File: config.mk
export PLATFORM = sky130hd
export DESIGN_NAME = mttp_front
export DESIGN_NICKNAME = d
export VERILOG_FILES = /design/src/sv/mttp_pkg.sv /design/src/sv/mttp_front.sv
export SDC_FILE = /design/constraint.sdc
export NUM_CORES = 1
export LEC_CHECK = 0
export BUFFER_PORTS_ARGS = -buffer_cell sky130_fd_sc_hd__buf_2
export CORE_UTILIZATION = 35
export CTS_CLUSTER_DIAMETER = 30
export DETAILED_ROUTE_END_ITERATION = 8
export PLACE_DENSITY = 0.56
export SETUP_SLACK_MARGIN = 0.1
export SYNTH_ARGS = -nofsm -noshare
export SYNTH_HDL_FRONTEND = slang
export SYNTH_SLANG_ARGS = --single-unit
File: constraint.sdc
create_clock -name clk -period 19.9 [get_ports clk]
set_input_delay 3.98 -clock clk [delete_from_list [all_inputs] [get_ports clk]]
set_output_delay 3.98 -clock clk [all_outputs]
set_load 0.01 [all_outputs]
File: src/sv/mttp_pkg.sv
`default_nettype none
package mttp_pkg;

	localparam int FRAC_BITS   = 16;
	localparam int DATA_W      = 32;
	localparam int CFG_W       = 31;
	localparam int CFG_IDX_W   = 1;
	localparam int TIME_W      = 61;
	localparam int SUM_W       = 62;
	localparam int WIDE_W      = 64;
	localparam int DIV_W       = WIDE_W + FRAC_BITS;
	localparam int DIV_CNT_W   = $clog2(DIV_W + 1);
	localparam int ROOT_W      = 32;
	localparam int ROOT_CNT_W  = $clog2(ROOT_W + 1);
	localparam int QUEUE_DEPTH = 2;
	localparam int QPTR_W      = $clog2(QUEUE_DEPTH);
	localparam int QCNT_W      = $clog2(QUEUE_DEPTH + 1);

	localparam logic [CFG_IDX_W-1:0] REG_SPEED_LIMIT = CFG_IDX_W'(0);
	localparam logic [CFG_IDX_W-1:0] REG_ACCEL_LIMIT = CFG_IDX_W'(1);

	localparam logic [CFG_W-1:0] SPEED_LIMIT_RST = CFG_W'(65536);
	localparam logic [CFG_W-1:0] ACCEL_LIMIT_RST = CFG_W'(65536);

	localparam logic [SUM_W-1:0]  BEST_INIT = SUM_W'(64'd999999 << FRAC_BITS);
	localparam logic [TIME_W-1:0] TIME_CAP  = {1'b1, {(TIME_W-1){1'b0}}};
	localparam logic [CFG_W-1:0]  TIME_SAT  = {CFG_W{1'b1}};

	localparam logic signed [DATA_W-1:0] POS_MAX = {1'b0, {(DATA_W-1){1'b1}}};
	localparam logic signed [DATA_W-1:0] POS_MIN = {1'b1, {(DATA_W-1){1'b0}}};

	typedef struct packed {
		logic signed [DATA_W-1:0] x0;
		logic signed [DATA_W-1:0] v0;
		logic signed [DATA_W-1:0] v1;
		logic signed [DATA_W:0]   dx;
	} item_t;

	typedef struct packed {
		logic                 start;
		logic [DIV_W-1:0]     num;
		logic [WIDE_W-1:0]    den;
		logic [DIV_CNT_W-1:0] count;
	} div_req_t;

	typedef enum logic [4:0] {
		ST_IDLE,
		ST_SQ0,
		ST_SQ1,
		ST_PROD,
		ST_VV,
		ST_AV,
		ST_DISC,
		ST_ROOT,
		ST_CAND,
		ST_DIV1,
		ST_DIV3,
		ST_DIV2,
		ST_PICK,
		ST_VCSQ,
		ST_ADV1,
		ST_ADV2,
		ST_ADV3,
		ST_OUT
	} state_t;

endpackage
`default_nettype wire

File: src/sv/mttp_front.sv
`default_nettype none
module mttp_front (
	input  logic                                clk,
	input  logic                                arst_n,
	input  logic                                in_valid,
	output logic                                in_ready,
	input  logic signed [mttp_pkg::DATA_W-1:0]  start_pos,
	input  logic signed [mttp_pkg::DATA_W-1:0]  start_vel,
	input  logic signed [mttp_pkg::DATA_W-1:0]  goal_pos,
	input  logic signed [mttp_pkg::DATA_W-1:0]  goal_vel,
	output logic                                item_valid,
	output mttp_pkg::item_t                     item,
	input  logic                                item_pop
);
	import mttp_pkg::*;

	item_t             mem_q [QUEUE_DEPTH];
	logic [QPTR_W-1:0] wr_ptr_q;
	logic [QPTR_W-1:0] rd_ptr_q;
	logic [QCNT_W-1:0] cnt_q;
	logic              push;
	item_t             new_item;

	assign in_ready   = (cnt_q != QCNT_W'(QUEUE_DEPTH));
	assign push       = in_valid && in_ready;
	assign item_valid = (cnt_q != '0);
	assign item       = mem_q[rd_ptr_q];

	always_comb begin
		new_item.x0 = start_pos;
		new_item.v0 = start_vel;
		new_item.v1 = goal_vel;
		new_item.dx = (DATA_W+1)'(goal_pos) - (DATA_W+1)'(start_pos);
	end

	always_ff @(posedge clk or negedge arst_n) begin
		if (!arst_n) begin
			wr_ptr_q <= '0;
			rd_ptr_q <= '0;
			cnt_q    <= '0;
		end else begin
			if (push) begin
				wr_ptr_q <= (wr_ptr_q == QPTR_W'(QUEUE_DEPTH-1)) ? '0 : wr_ptr_q + 1'b1;
			end
			if (item_pop) begin
				rd_ptr_q <= (rd_ptr_q == QPTR_W'(QUEUE_DEPTH-1)) ? '0 : rd_ptr_q + 1'b1;
			end
			if (push && !item_pop) begin
				cnt_q <= cnt_q + 1'b1;
			end else if (!push && item_pop) begin
				cnt_q <= cnt_q - 1'b1;
			end
		end
	end

	always_ff @(posedge clk) begin
		if (push) begin
			mem_q[wr_ptr_q] <= new_item;
		end
	end

endmodule
`default_nettype wire

==> flow_summary.ini <==
[setup_path]
cp_slowest_cell = dfrtp_4
r2r-end = mem_q[1][57]
reg2reg_depth = 3
r2r-start = cnt_q[0]
crit_type = flop to output pin
slowest_delay_ns = 0.75
end_kind = output pin
required_ns = 15.92
worstPathArrival_ns = 2.58
path_buf_inv = 2
path_cells = buf_4 -> mux2_2 -> buf_2
start_kind = flop
crit_family = buffers and inverters
rrSetupSlack_ns = 17.13
crit_start = rd_ptr_q
path_max_fanout = 48

[power_and_ir_drop]
pwr-share-seq = 0.350
powerDensity_nw_per_um2 = 154
p_int_mw = 1.66
sw_frac_of_total = 0.283
comb_power_share = 0.247
p_leak_nw = 5.95
irDropWorstVdd_mv = 0.0789
clkPwrFrac = 0.403
p_sw_mw = 0.654

[logic_synthesis]
synth_commonest_cells = 258 x edfxtp_1, 129 x mux2_2, 42 x inv_1
synth_area_leaders = edfxtp_1 69%, mux2_2 13%, ha_1 3.7%
synth_top_area_share = 0.687
syn_nets = 864
synthCells = 698
async_flop_share = 0.0153
synth.most_common_cell = edfxtp_1
ys_seq_area_frac = 0.695
synth_edf_count = 258
synth_warnings = 0
synth.distinct_cells = 48
synth_flop_cell = edfxtp_1
syn_area_sq_um = 11300
synth_seq_cells = 262
synth_top_cell_by_area = edfxtp_1
syn_avg_cell_area_sq_um = 16.2

[sta]
post-route-min-period_ns = 6.56
slew_viol_final = 0
tns_ns = 0
setup_viol = 0
worst_slack_ns = 13.34
min_period_over_period = 0.330
hold_violations = 0
rsz0062_at_grt = no
max_clock_freq_ghz = 0.152
slew_headroom = 0.292
worstMarginPinSlew_ns = 1.06
finalClockSkew_ns = 0.0134

[route]
dr_total_vias = 6994
wl_um = 25100
final_antenna_net_count = 0
drtPass1Iterations = 5
route.detailed.drc = 0
drt_iter0_markers = 335
via_per_inst = 4.78
avgRoutedWirePerCell_um = 17.2

[cts]
cts_tree = built
cts_buffers = 60
cts_setup_buffers = 0
insertion_delay_ns = 0.56
hold_buffers = 0
cts_buffer_depth = 3
htreeDepth = 2
path_clk_slew_ns = 0.04
cts_sinks = 262
cts.repair.resized = 0
root_buffer = clkbuf_16

[grt]
grt_pass1_vias = 7144
overflow = 0
grt_pass1_wl_um = 38700
antenna_found_initial = 2
grt_max_degree = 74
track_usage = 0.150

[floorplanning]
ios = 263
initial_core_util = 0.357
die-area_sq_um = 33000
die_height_um = 182
row_count = 65
core-area_sq_um = 31600
die_w_um = 182

[place]
detailed_place_hpwl_um = 17000
pre_cts_ws_ns = 13.45
port_buffers = 262
globalplace.congestion = 0.851

[worst_hold_path]
hold_depth = 1
hp-start = cnt_q[1]
min-delay-path-class = flop to flop
hold_path_end = cnt_q[1]

[layout]
area_delta_synth_final_pct = 33.5
drive_above_1_share = 0.467
layout.nets = 1177

[run_status]
status = finished clean

[job]
maxCapViolations = 0
## power groups by stage
stage | logic, mW | clock network, mW | registers, mW
6_report | 0.572 | 0.932 | 0.809
5_1_grt | 0.622 | 0.980 | 0.822
4_1_cts | 0.590 | 0.950 | 0.812
3_5_place_dp | 0.587 | 0 | 0.820
3_3_place_gp | 0.587 | 0 | 0.815
2_1_floorplan | 0.372 | 0 | 0.818
## layer usage
layer | track usage | up-vias | wire length (um) | part of all wire
li1 | - | 3323 | - | -
met4 | 0.0566 | 2 | 571 | 0.023
met5 | 0 | - | 13 | 0.00052
met2 | 0.241 | 254 | 11800 | 0.47
met1 | 0.191 | 3361 | 10800 | 0.43
met3 | 0.0447 | 54 | 1900 | 0.076
## cells in the final DEF, fill, tap and decap left out, drive strengths merged, types with 12 or more instances in the layout
cell    Yosys  routed
buf         4     268
edfxtp    258     258
mux2      129     129
clkbuf     13      76
inv        42      42
ha         33      33
a21oi      32      32
nand2      27      27
clkinv      0      25
nor2       24      24
xor2       18      18
xnor2      16      16
o21ai      14      14
a31oi      12      12
## metrics by stage
step	utilization	hold slack, ns	instance area (sq um)	power [mW]	instances
floorplan	-	0.456	11300	1.19	698
global placement	0.414	0.477	13100	1.40	1351
detailed placement	0.414	0.477	13100	1.41	1351
CTS	0.476	0.483	15100	2.35	1463
global route	0.476	0.488	15100	2.42	1464
finish	0.476	0.477	15100	2.31	1464
## flip-flops by register name, indices dropped and copies added (netlist names)
| register | cells |
|---|---|
| mem_q | 258 |
| cnt_q | 2 |
| rd_ptr_q | 1 |
| wr_ptr_q | 1 |
## worst max path at each step
stage / cells past startpoint / slack [ns] / end
floorplan: 2 / 9.85 / mem_q[0][0]
global route: 3 / 13.19 / item[13]
detailed placement: 10 / 13.45 / mem_q[0][24]
global placement: 10 / 13.49 / mem_q[0][24]
finish: 3 / 13.34 / item[49]
CTS: 3 / 13.24 / item[20]
## area by class of cell
type,instances,area [sq um]
Clock buffer,76,1560
Timing Repair Buffer,268,1360
Clock inverter,36,407
Sequential cell,262,7850
Inverter,42,158
Tap cell,402,503
Antenna cell,1,2.50
Multi-Input combinational cell,377,3230
Fill cell,2804,16600
## cells by family (layout without fill, tap and decap cells)
group	count (synthesis)	in the layout	share of synthesized area
flip-flops	262	262	0.695
other	0	1	0
adder cells (fa/ha/maj)	34	34	0.0384
AND/OR/NAND/NOR	82	82	0.0336
buffers and inverters	59	422	0.0197
XOR/XNOR	34	34	0.0264
AO/OA/AOI/OAI	98	98	0.0577
multiplexers	129	129	0.129
No activity file was read; power rests on OpenSTA's default activity.
